## src/design/vefc_pkg.sv

```systemverilog
// vefc_pkg: payload types, type codes and the packed-normal unpack function
// for the vertex element format converter. No dependencies.
`timescale 1ns / 1ps
`default_nettype none
package vefc_pkg;

  typedef enum logic [2:0] {
    KIND_COPY        = 3'd0,
    KIND_NORMSHORT3  = 3'd1,
    KIND_NORMPACKED3 = 3'd2,
    KIND_SHORT3      = 3'd3,
    KIND_PBYTE3      = 3'd4,
    KIND_FLOAT2H     = 3'd5,
    KIND_NONE        = 3'd6,
    KIND_COLOR       = 3'd7
  } kind_t;

  typedef struct packed {
    logic [2:0]  kind;
    logic [4:0]  src_byte_count;
    logic [31:0] src_word0;
    logic [31:0] src_word1;
    logic [31:0] src_word2;
    logic [31:0] src_word3;
  } in_item_t;

  typedef struct packed {
    logic [31:0] dst_word0;
    logic [31:0] dst_word1;
    logic [31:0] dst_word2;
    logic [31:0] dst_word3;
    logic [4:0]  dst_byte_count;
  } out_item_t;

  localparam logic [31:0] FLOAT_ONE  = 32'h3F80_0000;
  localparam logic [31:0] FLOAT_ZERO = 32'h0000_0000;
  localparam logic [4:0]  MAX_BYTES  = 5'd16;

  // signed 11-bit (or 10-bit when narrow) component to a single float;
  // positive values over 2^(n-1)-1 form a repeating binary fraction, never a tie
  function automatic logic [31:0] unpack_comp(input logic [10:0] raw, input logic narrow);
    logic        neg;
    logic [10:0] sv;
    logic [10:0] mag;
    logic [9:0]  pv;
    logic [59:0] rep;
    logic [59:0] sh;
    logic [3:0]  lz;
    logic [3:0]  p;
    logic        found;
    logic [7:0]  ex;
    logic [24:0] rm;
    logic [22:0] mant;
    logic [33:0] nm;
    logic        all_ones;
    logic [31:0] res;
    neg  = narrow ? raw[9] : raw[10];
    sv   = narrow ? {raw[9], raw[9:0]} : raw;
    mag  = neg ? (~sv + 11'd1) : sv;
    pv   = mag[9:0];
    rep  = narrow ? {{6{pv[8:0]}}, 6'b0} : {6{pv}};
    all_ones = narrow ? (pv[8:0] == 9'h1FF) : (pv == 10'h3FF);
    lz    = 4'd0;
    found = 1'b0;
    for (int i = 0; i < 10; i++) begin
      if (!found && rep[59 - i]) begin
        lz    = 4'(i);
        found = 1'b1;
      end
    end
    p = 4'd0;
    for (int i = 0; i < 11; i++) begin
      if (mag[i]) p = 4'(i);
    end
    sh   = rep << (lz + 4'd1);
    ex   = 8'd126 - {4'd0, lz};
    rm   = {2'b01, sh[59:37]} + {24'd0, sh[36]};
    mant = rm[22:0];
    if (rm[24]) ex = ex + 8'd1;
    nm   = {23'd0, mag} << (5'd23 - {1'b0, p});
    if (mag == 11'd0) begin
      res = FLOAT_ZERO;
    end else if (neg) begin
      res = {1'b1, 8'd117 + {4'd0, p} + {7'd0, narrow}, nm[22:0]};
    end else if (all_ones) begin
      res = FLOAT_ONE;
    end else begin
      res = {1'b0, ex, mant};
    end
    return res;
  endfunction

endpackage
`default_nettype wire

```

## src/design/vefc_convert.sv

```systemverilog
// vefc_convert: combinational conversion of one vertex element.
// Depends on vefc_pkg.
`timescale 1ns / 1ps
`default_nettype none
module vefc_convert (
  input  vefc_pkg::in_item_t  item_i,
  output vefc_pkg::out_item_t item_o
);
  import vefc_pkg::*;

  logic [4:0]   cnt;
  logic [127:0] src;
  logic [127:0] masked;
  logic [31:0]  s0;

  assign s0  = item_i.src_word0;
  assign cnt = (item_i.src_byte_count > MAX_BYTES) ? MAX_BYTES : item_i.src_byte_count;
  assign src = {item_i.src_word3, item_i.src_word2, item_i.src_word1, item_i.src_word0};

  always_comb begin
    for (int b = 0; b < 16; b++) begin
      masked[b*8 +: 8] = (5'(b) < cnt) ? src[b*8 +: 8] : 8'h00;
    end
  end

  always_comb begin
    item_o = '0;
    unique case (kind_t'(item_i.kind))
      KIND_NORMSHORT3: begin
        item_o.dst_word0      = s0;
        item_o.dst_word1      = {16'h7FFF, item_i.src_word1[15:0]};
        item_o.dst_byte_count = 5'd8;
      end
      KIND_NORMPACKED3: begin
        item_o.dst_word0      = unpack_comp(s0[10:0], 1'b0);
        item_o.dst_word1      = unpack_comp(s0[21:11], 1'b0);
        item_o.dst_word2      = unpack_comp({1'b0, s0[31:22]}, 1'b1);
        item_o.dst_byte_count = 5'd12;
      end
      KIND_SHORT3: begin
        item_o.dst_word0      = s0;
        item_o.dst_word1      = {16'h0001, item_i.src_word1[15:0]};
        item_o.dst_byte_count = 5'd8;
      end
      KIND_PBYTE3: begin
        item_o.dst_word0      = {8'hFF, s0[23:0]};
        item_o.dst_byte_count = 5'd4;
      end
      KIND_FLOAT2H: begin
        item_o.dst_word0      = s0;
        item_o.dst_word1      = item_i.src_word1;
        item_o.dst_word2      = FLOAT_ZERO;
        item_o.dst_word3      = item_i.src_word2;
        item_o.dst_byte_count = 5'd16;
      end
      KIND_NONE: begin
        item_o.dst_byte_count = 5'd0;
      end
      KIND_COLOR: begin
        item_o.dst_word0      = {s0[31:24], s0[7:0], s0[15:8], s0[23:16]};
        item_o.dst_byte_count = 5'd4;
      end
      default: begin
        item_o.dst_word0      = masked[31:0];
        item_o.dst_word1      = masked[63:32];
        item_o.dst_word2      = masked[95:64];
        item_o.dst_word3      = masked[127:96];
        item_o.dst_byte_count = cnt;
      end
    endcase
  end

endmodule
`default_nettype wire

```

## src/design/vertex_element_format_converter_unit.sv

```systemverilog
// vertex_element_format_converter_unit: top level, input register, converter
// and result register. Depends on vefc_pkg and vefc_convert.
`timescale 1ns / 1ps
`default_nettype none
// Converts one vertex element per cycle from its source layout to host layout
// while results are taken. An element is held in the input register, then the
// conversion logic writes the result register. Both registers advance together
// whenever the result register is empty or its result is taken, so one element
// per cycle flows through without gaps; result valid rises once the result
// register is written from the input register, and the result transfer follows.
// Every element gives exactly one result.
module vertex_element_format_converter_unit (
  input  wire                  clk,
  input  wire                  rst_n,
  input  wire                  in_valid,
  output logic                 in_ready,
  input  vefc_pkg::in_item_t   in_data,
  output logic                 out_valid,
  input  wire                  out_ready,
  output vefc_pkg::out_item_t  out_data
);
  import vefc_pkg::*;

  logic      stg_valid_r, stg_valid_nxt;
  in_item_t  stg_data_r;
  logic      out_valid_r, out_valid_nxt;
  out_item_t out_data_r;
  out_item_t conv;
  logic      advance;

  vefc_convert u_convert (
    .item_i (stg_data_r),
    .item_o (conv)
  );

  assign advance  = !out_valid_r || out_ready;
  assign in_ready = !stg_valid_r || advance;

  always_comb begin
    stg_valid_nxt = stg_valid_r;
    out_valid_nxt = out_valid_r;
    if (advance) begin
      out_valid_nxt = stg_valid_r;
      stg_valid_nxt = 1'b0;
    end
    if (in_valid && in_ready) stg_valid_nxt = 1'b1;
  end

  always_ff @(posedge clk) begin
    if (!rst_n) begin
      stg_valid_r <= 1'b0;
      out_valid_r <= 1'b0;
    end else begin
      stg_valid_r <= stg_valid_nxt;
      out_valid_r <= out_valid_nxt;
    end
  end

  // payload registers
  always_ff @(posedge clk) begin
    if (in_valid && in_ready) stg_data_r <= in_data;
    if (advance && stg_valid_r) out_data_r <= conv;
  end

  assign out_valid = out_valid_r;
  assign out_data  = out_data_r;

endmodule
`default_nettype wire
```

## config.mk

```make
export PLATFORM = sky130hd
export DESIGN_NAME = vertex_element_format_converter_unit
export DESIGN_NICKNAME = d
export VERILOG_FILES = /design/src/design/vefc_pkg.sv /design/src/design/vefc_convert.sv /design/src/design/vertex_element_format_converter_unit.sv
export SDC_FILE = /design/constraint.sdc
export NUM_CORES = 1
export LEC_CHECK = 0
export ABC_AREA = 0
export BUFFER_PORTS_ARGS = -buffer_cell sky130_fd_sc_hd__buf_2
export CAP_MARGIN = 10
export CELL_PAD_IN_SITES_DETAIL_PLACEMENT = 1
export CELL_PAD_IN_SITES_GLOBAL_PLACEMENT = 1
export CORE_ASPECT_RATIO = 1.5
export CORE_UTILIZATION = 45
export CTS_CLUSTER_SIZE = 14
export DETAILED_ROUTE_END_ITERATION = 6
export PLACE_DENSITY = 0.79
export SKIP_LAST_GASP = 1
export SYNTH_ARGS = -nofsm -noshare
export SYNTH_HDL_FRONTEND = slang
export SYNTH_SLANG_ARGS = --single-unit
```

## constraint.sdc

```tcl
create_clock -name clk -period 8.78 [get_ports clk]
set_input_delay 0.878 -clock clk [delete_from_list [all_inputs] [get_ports clk]]
set_output_delay 0.878 -clock clk [all_outputs]
set_load 0.005 [all_outputs]
```

### Word-level counts from Yosys, hierarchy flattened

Cells that the tools add are included.

| operators by class | value |
|---|---|
| add/subtract/negate cells | 22 |
| magnitude comparators | 17 |
| equal/unequal tests | 10 |
| shift-type cells | 6 |
| mux-type cells | 156 |
| bitwise operators | 3 |
| reductions and logical operators | 70 |

Operators with widths:

| operator | count |
|---|---|
| case mux 32 bit (5 select lines) | 2 |
| two-way mux 32 bit | 6 |
| left shift 60 x 4 -> 60 bit | 3 |
| two-way mux 8 bit | 19 |
| case mux 32 bit (2 select lines) | 2 |
| two-way mux 31 bit | 3 |
| two-way mux 4 bit | 21 |
| adder 24 x 1 -> 25 bit | 3 |
| two-way mux 3 bit | 24 |
| left shift 11 x 5 -> 23 bit | 3 |
| two-way mux 1 bit | 62 |
| less-than comparator 4 x 5 -> 1 bit (first input constant) | 8 |
| adder 11 x 1 -> 11 bit (second input constant) | 3 |
| zero test 11 bit | 3 |
| two-way mux 11 bit | 3 |
| inverter 11 bit | 3 |
| adder 8 x 1 -> 8 bit (second input constant) | 4 |
| logical AND 1 bit | 29 |
| zero test 1 bit | 29 |
| case mux 5 bit (5 select lines) | 1 |
| adder 7 x 4 -> 8 bit (first input constant) | 3 |
| two-way mux 2 bit | 12 |
| subtractor 7 x 4 -> 8 bit (first input constant) | 3 |
| equality test 10 bit (second input constant) | 2 |
| 16 further kinds | 33 |

| word-level totals | value |
|---|---|
| register bits | 271 |
| input bits | 140 |
| output and inout port bits | 135 |
| word-level logic and storage cells | 297 |

### Longest topological paths before layout

Gate-level depths: netlist of run 1.

| depth | value |
|---|---|
| depth after elaboration | 49 |
| mapped depth | 24 |

### Hierarchy

From an unflattened synthesis of run 1, not the netlist that was laid out.

| second synthesis, totals | value |
|---|---|
| cells, all modules | 1,643 |
| area, all modules | 16,886.2 um^2 |

By module, submodules not included:

| module | times used | cells an instance | area each (um^2) | sequential area each (um^2) |
|---|---|---|---|---|
| vefc_convert | 1 | 1,365 | 8,704.6 | 0.0 |
| vertex_element_format_converter_unit | 1 | 278 | 8,181.6 | 8,117.8 |

### Worst setup path after synthesis of run 1

OpenSTA, ideal clock, no wires.

| timing path | value |
|---|---|
| path type | input-to-reg |
| start point | input port out_ready |
| end point | register out_data_r (netlist bit out_data[0]) (enable) |
| library setup time | 0.643 ns |
| data arrival time | 6.837 ns |
| required time | 8.137 ns |
| slack | 1.300 ns |
| cell stages on the path | 2 |
| buffers on the path | 0 |
| cells stage by stage | nor2b_1 nor2b_1 |

| on the way | value |
|---|---|
| cells in the longest elaborated chain, start to end | 2 |

Ends and longest elaborated chain:

| what | RTL line | source |
|---|---|---|
| from (decl) | vertex_element_format_converter_unit.sv:19 | `input wire out_ready,` |
| logical OR 1 bit | vertex_element_format_converter_unit.sv:36 | `assign advance = !out_valid_r \|\| out_ready;` |
| logical AND 1 bit | vertex_element_format_converter_unit.sv:62 | `if (advance && stg_valid_r) out_data_r <= conv;` |
| to (signal assigned) | vertex_element_format_converter_unit.sv:62 |  |
| to (decl) | vertex_element_format_converter_unit.sv:27 | `out_item_t out_data_r;` |

Every way passes these cells.
A chain may end at the register's enable or synchronous reset.

==> flow_summary.json, run 1 <==
{
  "ant_nets": 0,
  "overflow": 0,
  "cts_resized": 0,
  "finalCritPeriodShare_pct": 87.19,
  "gp_congestion": 0.9470,
  "worst-path-buf-inv": 3,
  "async_flop_share_pct": 0,
  "crit_chain": "inv_1, ha_1, or4b_2, or4_1, a211oi_1, o221ai_1, a32oi_2, inv_1, ha_1, nor3_1, nor2_4, a21boi_0, a21oi_1, o21ai_0, ha_1, ha_1, inv_1, o32ai_2, a31oi_1, a22o_1",
  "dpl.hpwl_um": 43170,
  "fin_nets": 1912,
  "grt_max_degree": 71,
  "first_global_vias": 14470,
  "irDropWorstVdd_uv": 170.6,
  "via_per_inst": 6.185,
  "ys_types": 90,
  "fillerInstances": 3927,
  "yosysMostFrequentCell": "edfxtp_1",
  "path_clk_slew_ns": 0.07,
  "power_frac_clock_pct": 30.7,
  "row_count": 84,
  "htreeDepth": 1,
  "swShare_pct": 31.62,
  "syn_area_um2": 15920,
  "cp_slowest_cell": "or4b_2",
  "finalMaxSlewViolations": 0,
  "die_height_um": 232.4,
  "synth_top_cell_by_area": "edfxtp_1",
  "drc": 0,
  "ff_latch_area_um2": 8118,
  "die_w_um": 155.6,
  "holdBufCountCts": 0,
  "synth_area_per_cell_um2": 10.52,
  "insertion_delay_ns": 0.56,
  "path_delay_family": "compound AO/OA/AOI/OAI gates",
  "cpMostUsedCell": "ha_1",
  "wl_um": 56810,
  "synth_edf_count": 269,
  "leakagePower_nw": 7.102,
  "post_cts_buffers": 0,
  "max_freq_ghz": 0.1306,
  "seqPwrFrac_pct": 43.9,
  "ys_top_cells_by_area": "edfxtp_1 (51%), mux2i_1 (3.9%), o21ai_0 (3.5%), nand2_1 (3.5%), a22o_1 (2.8%)",
  "drtPass1Iterations": 5,
  "synth_top_area_share_pct": 50.73,
  "clock_skew_ns": 0.01463,
  "status": "finished, final reports clean",
  "ctsLongestPathBuffers": 3,
  "core_um2": 35000,
  "cp-end-kind": "flip-flop",
  "antenna_found_initial": 8,
  "drive_gt1_share_pct": 21.75,
  "ys.flop_type": "edfxtp_1",
  "hold_viol_final": 0,
  "routedWlPerCell_um": 25.26,
  "cts-buffers-inserted": 26,
  "cp.arrival_ns": 7.97,
  "min_period_ns": 7.655,
  "numPortBuffers": 274,
  "required_ns": 9.09,
  "internal_power_mw": 2.443,
  "ys_seq_area_share_pct": 50.98,
  "multi_input_area_um2": 7292,
  "dr.first_iter.drc_count": 1027,
  "min_path_type": "primary input to flip-flop",
  "ys_ff_latch": 271,
  "grtUsageTotal_pct": 31.12,
  "cap_violations": 0,
  "critPathKind": "flip-flop to flip-flop",
  "powerDensity_nw_per_um2": 192.7,
  "whs_ns": 0.4871,
  "io_pins": 275,
  "syn_nets": 1675,
  "clkSinkCount": 271,
  "total_power_mw": 3.572,
  "synthTopCellsByCount": "edfxtp_1 (269), nand2_1 (147), o21ai_0 (112)",
  "slew_headroom_pct": 22.35,
  "netlist_instances": 1514,
  "rsz0062_at_grt": "false",
  "yosys_warnings": 0,
  "p_sw_mw": 1.130,
  "initial_core_util_pct": 45.50,
  "root_buffer": "clkbuf_16",
  "num_vias": 13909,
  "cts_tree": "done",
  "dp_slack_ns": 1.257,
  "setup_viol": 0,
  "tightest_slew_ns": 1.153,
  "crit_fanout": 12,
  "area_growth_pct": 16.45,
  "critPathMaxStageDelay_ns": 0.66,
  "combPwrFrac_pct": 25.4,
  "start_kind": "flip-flop",
  "fp.dieArea_um2": 36160,
  "setup_tns_ns": 0,
  "grt_pass1_wl_um": 85310,
  "layout_setup_ws_ns": 1.125
}
## cells by family after synthesis
family / after synthesis / synth area share, %
muxes: 80 / 5.383
buffers and inverters: 137 / 3.285
DFF: 271 / 50.98
AOI/OAI and AO/OA: 484 / 21.44
xor gates and xnor gates: 65 / 3.575
adders and majority gates: 21 / 1.650
and+or+nand+nor: 456 / 13.69
## path summary, 6_finish.rpt
path | from | end | slack, ns | cells past startpoint
worst min register to register | stg_data_r[69] | out_data[74] | 0.53 | 2
worst min-delay path | in_data[129] | stg_data_r[129] | 0.49 | 1
worst max-delay path | stg_data_r[118] | out_data[51] | 1.12 | 20
worst max register to register | stg_data_r[118] | out_data[51] | 1.12 | 20
## registers in the layout (all words and copies together) (netlist names)
name and cells:
out_data 133, out_valid 1, stg_data_r 136, stg_valid_r 1
## area by class of cell
class	instances	share of cell area, %
clock inverter	12	0.6343
tap	473	3.192
inverter	50	1.012
sequential	271	43.78
timing repair buffer	296	8.286
antenna	6	0.08097
clock buffer	35	3.691
multi-input combinational	1106	39.33
## routing by layer
layer	vias to the layer above	global-route usage, %	part of all wire, %
met2	545	59.12	54
li1	6305	-	-
met1	6896	33.54	36
met4	6	15.04	5.2
met3	157	4.079	5.2
met5	-	0	0.067
## power by group through the flow
stage	clock (mW)	sequential, mW	combinational, mW
floorplan	0	1.58	0.593
global placement	0	1.59	0.872
detailed placement	0	1.59	0.892
CTS	1.12	1.57	0.897
global route	1.15	1.58	0.978
finish	1.10	1.57	0.906
## worst register-to-register path, stage by stage, from the launching register on
cell and delay (ns):
edfxtp_1 0.58, inv_1 0.18, ha_1 0.22, or4b_2 0.66, or4_1 0.49, a211oi_1 0.45, o221ai_1 0.35, a32oi_2 0.47
inv_1 0.14, ha_1 0.28, nor3_1 0.59, nor2_4 0.16, a21boi_0 0.40, a21oi_1 0.15, o21ai_0 0.51, ha_1 0.39
ha_1 0.27, inv_1 0.08, o32ai_2 0.51, a31oi_1 0.28, a22o_1 0.27
## metrics by stage
stage | utilization (%) | cell area (µm²) | std cells
after floorplan | - | 15920 | 1514
after global placement | 50.65 | 17730 | 2196
after detailed placement | 50.65 | 17730 | 2196
after CTS | 52.94 | 18530 | 2243
after global routing | 52.97 | 18540 | 2248
final | 52.98 | 18540 | 2249
## cell usage in the layout, fill, tap and decap left out, types with 12 or more instances in the layout
master       n
a22oi_1     23
ha_1        21
mux2_2      14
buf_4       22
o21ai_0    112
nand3_1     41
a221oi_1    12
xor2_1      24
a21oi_1     82
a21o_1      18
and3_1      13
inv_1       44
a211oi_1    13
or2_2       13
a22o_1      51
mux2i_1     62
nor2_1     111
nand2_1    147
a31oi_1     12
edfxtp_1   269
and2_1      14
xnor2_1     41
clkbuf_16   26
nand2b_1    26
buf_2      274
nor3_1      28
o211ai_1    12
o22ai_1     23
Power figures use the tool's default switching activity.
==> inputs of run 2 (changes only) <==
- clock period: 8.78 -> 7.3 ns (I/O delays scaled with it)
==> run 2 against run 1 <==
Power up 25%; die area is the same; sequential share of layout area decreased by 0.52 points; sequential cell count unchanged; clock power rose by 33%; hold slack lost 0.17 ns; non-clock buffer count increased by 15; count of clock-buffer cells in the layout shrank 2; first-iteration DRC count down 18%; combinational power is 23% higher; fmax rose by 14%; sequential power rose by 20%; critical path type unchanged; largest cell class unchanged; largest power group unchanged.
==> flow_summary.json, run 2 (synthesis gave the netlist of run 1 again) <==
{
  "status": "finished, final reports clean",
  "grt_pass1_wl_um": 86110,
  "cap_violations": 0,
  "critPathKind": "flip-flop to flip-flop",
  "drive_gt1_share_pct": 22.87,
  "overflow": 0,
  "layout_setup_ws_ns": 0.5638,
  "worstReg2RegEnd": "out_data[51]",
  "required_ns": 7.63,
  "dp_slack_ns": 0.3345,
  "final_common_cell": "buf_2",
  "fp.dieArea_um2": 36160,
  "dr.first_iter.drc_count": 846,
  "start_kind": "flip-flop",
  "gp_congestion": 0.9572,
  "routedWlPerCell_um": 25.27,
  "clkSinkCount": 271,
  "fin_nets": 1928,
  "setup_viol": 0,
  "cp-end-kind": "flip-flop",
  "powerDensity_nw_per_um2": 237.4,
  "largest_register": "stg_data_r",
  "post_cts_buffers": 0,
  "num_vias": 13939,
  "die_height_um": 232.4,
  "leakagePower_nw": 7.237,
  "hold_viol_final": 0,
  "finalMaxSlewViolations": 0,
  "wl_um": 57290,
  "antenna_found_initial": 8,
  "first_global_vias": 14512,
  "r2r_cells": 20,
  "clock_skew_ns": 0.01199,
  "min_period_ns": 6.736,
  "root_buffer": "clkbuf_16",
  "place_inst": 2211,
  "row_count": 84,
  "path_clk_slew_ns": 0.07,
  "area_growth_pct": 17.85,
  "largest_reg_flops": 136,
  "r2r_slack_ns": 0.56,
  "min_path_type": "primary input to flip-flop",
  "ctsLongestPathBuffers": 3,
  "core_um2": 35000,
  "tightest_slew_ns": 1.095,
  "slew_headroom_pct": 26.45,
  "ant_nets": 0,
  "grtUsageTotal_pct": 31.57,
  "htreeDepth": 1,
  "cts_tree": "done",
  "fin_cells": 2267,
  "irDropWorstVdd_uv": 212.6,
  "rsz0062_at_grt": "false",
  "finalCritPeriodShare_pct": 92.28,
  "worstHoldEndpoint": "stg_data_r[36]",
  "cp.arrival_ns": 7.06,
  "r2r_start": "stg_data_r[119]",
  "cts-buffers-inserted": 27,
  "max_freq_ghz": 0.1485,
  "hold_path_startpoint": "in_data[36]",
  "insertion_delay_ns": 0.58,
  "mostFrequentLayoutCells": "buf_2 (274), edfxtp_1 (269), nand2_1 (147)",
  "initial_core_util_pct": 45.50,
  "via_per_inst": 6.149,
  "whs_path_depth": 1,
  "numPortBuffers": 274,
  "crit_fanout": 10,
  "io_pins": 275,
  "grt_max_degree": 77,
  "total_power_mw": 4.455,
  "drc": 0,
  "setup_tns_ns": 0,
  "whs_ns": 0.3211,
  "die_w_um": 155.6,
  "dpl.hpwl_um": 43180,
  "cp-startpoint": "stg_data_r[119]",
  "holdBufCountCts": 0,
  "drtPass1Iterations": 5
}
[run 2: stage by stage]
stage | cell area, µm² | util (%)
global route | 18760 | 53.61
floorplan | 15930 | -
CTS | 18740 | 53.56
finish | 18760 | 53.61
detailed placement | 17840 | 50.97
global placement | 17840 | 50.97
[run 2: worst max-delay path by stage]
| stage | end | slack, ns | cells past startpoint |
|---|---|---|---|
| floorplan | out_data[51] | 0.90 | 21 |
| global placement | out_data[51] | 0.60 | 20 |
| detailed placement | out_data[51] | 0.33 | 20 |
| CTS | out_data[51] | 0.29 | 20 |
| global route | out_data[55] | 0.03 | 21 |
| finish | out_data[51] | 0.56 | 20 |
[run 2: final cells by class]
cell class / count / area, µm²
antenna: 6 / 15.01
clock buffer: 33 / 698.2
clock inverter: 17 / 207.7
fill: 3953 / 16230
inverter: 50 / 187.7
multi-input combinational: 1106 / 7297
sequential: 271 / 8118
tap: 473 / 591.8
timing repair buffer: 311 / 1649
[run 2: layer usage]
layer  part of all wire [%]  global-route usage (%)
met1                     36                   34.41
met4                    5.1                   15.35
met5                  0.080                       0
met3                    5.4                   3.893
met2                     54                   59.70
[run 2: repair_timing]
action,4_1_cts,5_1_grt
setup endpoints to repair,0,9
hold endpoints to repair,0,0
resized for setup,0,2
[run 2: critical path: stages (launching register included)]
cell and delay (ns):
edfxtp_1 0.47, inv_1 0.12, ha_1 0.19, or4b_2 0.64
or4_1 0.49, a211oi_1 0.44, o221ai_1 0.34, a32oi_2 0.48
inv_1 0.15, ha_1 0.27, nor3_2 0.38, nor2_4 0.13
a21boi_1 0.29, a21oi_1 0.14, o21ai_0 0.27, ha_1 0.34
ha_1 0.26, inv_1 0.07, o32ai_2 0.45, a31oi_1 0.28
a22o_1 0.28
[run 2: power breakdown]
part	switching (mW)	internal, mW
clock network	0.632	0.829
registers	0.0597	1.82
logic	0.712	0.399
==> inputs of run 3 (changes only) <==
- ABC_AREA: 0 -> 1
- CORE_UTILIZATION: 45 -> 43
- PLACE_DENSITY: 0.79 -> 0.78
==> run 3 against run 2 <==
Die area rose by 6.0%; fmax up 16%; sequential cell count is the same; global-route usage increased by 1.3 points; via count increased by 9.6%.
==> flow_summary.json, run 3 <==
{
  "cap_violations": 0,
  "clkSinkCount": 271,
  "final_common_cell": "nand2_1",
  "num_vias": 15280,
  "drive_gt1_share_pct": 22.95,
  "dr.first_iter.drc_count": 962,
  "synth_area_per_cell_um2": 8.644,
  "setup_tns_ns": 0,
  "yosysMostFrequentCell": "nand2_1",
  "cts_tree": "done",
  "gp_congestion": 1.014,
  "grtUsageTotal_pct": 32.85,
  "critPathKind": "flip-flop to flip-flop",
  "yosys_warnings": 0,
  "drc": 0,
  "dp_slack_ns": 1.570,
  "die_w_um": 160.2,
  "core_um2": 36910,
  "grt_pass1_wl_um": 94790,
  "overflow": 0,
  "clock_skew_ns": 0.01677,
  "rsz0062_at_grt": "false",
  "finalMaxSlewViolations": 0,
  "slew_headroom_pct": 23.82,
  "fillerInstances": 4462,
  "post_cts_buffers": 0,
  "cp.arrival_ns": 6.11,
  "drtPass1Iterations": 5,
  "crit_fanout": 23,
  "layout_setup_ws_ns": 1.498,
  "start_kind": "flip-flop",
  "row_count": 86,
  "finalCritPeriodShare_pct": 79.48,
  "mostFrequentLayoutCells": "nand2_1 (452), buf_2 (274), edfxtp_1 (269)",
  "fp.dieArea_um2": 38320,
  "cp-end-kind": "flip-flop",
  "setup_viol": 0,
  "synth_edf_count": 269,
  "tightest_slew_ns": 1.143,
  "synth_top_cell_by_area": "edfxtp_1",
  "status": "finished, final reports clean",
  "cts_resized": 0,
  "netlist_instances": 1867,
  "leakagePower_nw": 8.054,
  "io_pins": 275,
  "synthTopCellsByCount": "nand2_1 (452), edfxtp_1 (269), nand3_1 (266)",
  "via_per_inst": 5.790,
  "largest_register": "stg_data_r",
  "fin_nets": 2287,
  "hold_viol_final": 0,
  "routedWlPerCell_um": 24.12,
  "numPortBuffers": 274,
  "ys_types": 68,
  "synth_top_area_share_pct": 50.05,
  "max_freq_ghz": 0.1724,
  "irDropWorstVdd_uv": 217.1,
  "largest_reg_flops": 136,
  "root_buffer": "clkbuf_16",
  "htreeDepth": 1,
  "r2r_cells": 23,
  "ant_nets": 0,
  "required_ns": 7.61,
  "grt_max_degree": 77,
  "wl_um": 63670,
  "whs_path_depth": 1,
  "ys_top_cells_by_area": "edfxtp_1 (50%), nand2_1 (11%), nand3_1 (8.2%), inv_1 (3.7%), o21ai_0 (3.4%)",
  "syn_nets": 2028,
  "holdBufCountCts": 0,
  "min_path_type": "primary input to flip-flop",
  "die_height_um": 239.3,
  "ys_seq_area_share_pct": 50.30,
  "path_clk_slew_ns": 0.07,
  "insertion_delay_ns": 0.58,
  "first_global_vias": 16061,
  "antenna_found_initial": 9,
  "dpl.hpwl_um": 49250,
  "ys_ff_latch": 271,
  "ys.flop_type": "edfxtp_1",
  "min_period_ns": 5.802,
  "area_growth_pct": 17.17,
  "powerDensity_nw_per_um2": 244.3,
  "cts-buffers-inserted": 28,
  "async_flop_share_pct": 0,
  "syn_area_um2": 16140,
  "initial_core_util_pct": 43.72,
  "ctsLongestPathBuffers": 3
}
run 3: cell types whose count changed after synthesis, moves of 17 or more:
cell | before | now
nand2_1 | 147 | 452
nand2b_1 | 26 | 0
mux2i_1 | 62 | 1
nand3_1 | 41 | 266
a22o_1 | 51 | 0
nand2_2 | 0 | 41
inv_1 | 44 | 161
xnor2_1 | 41 | 2
clkbuf_1 | 78 | 26
a21o_1 | 18 | 1
inv_2 | 2 | 41
nor2_2 | 0 | 25
xor2_1 | 24 | 3
nor3_1 | 28 | 10
run 3: power breakdown:
group | internal (mW) | switching, mW | leakage, nW
registers | 1.82 | 0.0622 | 2.65
clock network | 0.853 | 0.637 | 0.455
logic | 0.354 | 0.889 | 4.95
total | 3.03 | 1.59 | 8.05
run 3: worst max-delay path: stages (launching register included):
cell,delay (ns)
edfxtp_1,0.99
inv_2,0.37
o21ai_1,0.22
nand2_1,0.15
inv_2,0.14
a21oi_1,0.11
o21ai_2,0.21
nand2_4,0.10
nand2_2,0.15
inv_1,0.08
ha_1,0.47
inv_1,0.42
nand2_1,0.13
nand2_1,0.12
nand2_1,0.07
nand3_1,0.11
nand2_1,0.15
inv_1,0.11
ha_1,0.28
nand3_1,0.21
nor2_2,0.17
nand2_1,0.14
o21ai_0,0.42
o21ai_0,0.19
run 3: layout make-up:
type | count | area, µm² | share of cell area (%)
sequential | 271 | 8118 | 42.93
multi-input combinational | 1334 | 6989 | 36.96
inverter | 207 | 782.0 | 4.136
tap | 484 | 605.6 | 3.203
clock inverter | 13 | 178.9 | 0.9462
timing repair buffer | 284 | 1446 | 7.649
clock buffer | 39 | 772.0 | 4.083
antenna | 7 | 17.52 | 0.09264
run 3: path summary, 6_finish.rpt:
kind                                      start        endpoint  slack, ns
worst max-delay path            stg_data_r[127]    out_data[44]       1.50
worst min-delay path                in_data[95]  stg_data_r[95]       0.31
worst max register to register  stg_data_r[127]    out_data[44]       1.50
worst min register to register        out_valid       out_valid       0.54
run 3: through the flow:
| step | instances | utilization, % | instance area [µm²] | hold slack, ns | power, mW |
|---|---|---|---|---|---|
| after global routing | 2639 | 51.23 | 18910 | 0.2953 | 4.810 |
| final | 2639 | 51.23 | 18910 | 0.3145 | 4.619 |
| after CTS | 2632 | 51.19 | 18890 | 0.2886 | 4.632 |
| after floorplan | 1867 | - | 16140 | 0.4651 | 2.720 |
| after global placement | 2580 | 48.61 | 17940 | 0.5073 | 3.112 |
| after detailed placement | 2580 | 48.61 | 17940 | 0.5458 | 3.137 |
run 3: cells by family (layout without fill, tap and decap cells):
kind of cell | Yosys count | after routing | synth area share [%]
XOR/XNOR | 12 | 12 | 1.117
adder cells (fa/ha/maj) | 21 | 21 | 1.628
AO/OA/AOI/OAI | 324 | 324 | 12.06
other | 0 | 7 | 0
flip-flops | 271 | 271 | 50.30
AND/OR/NAND/NOR | 976 | 976 | 28.33
buffers and inverters | 262 | 543 | 6.505
multiplexers | 1 | 1 | 0.06203
run 3: metal layers:
layer / global-route usage (%) / routed length, µm / up-vias
met5: 0 / 22 / -
met4: 22.57 / 4635 / 4
met3: 4.571 / 3352 / 197
met2: 61.15 / 33460 / 595
met1: 33.91 / 22200 / 7441
li1: - / - / 7043
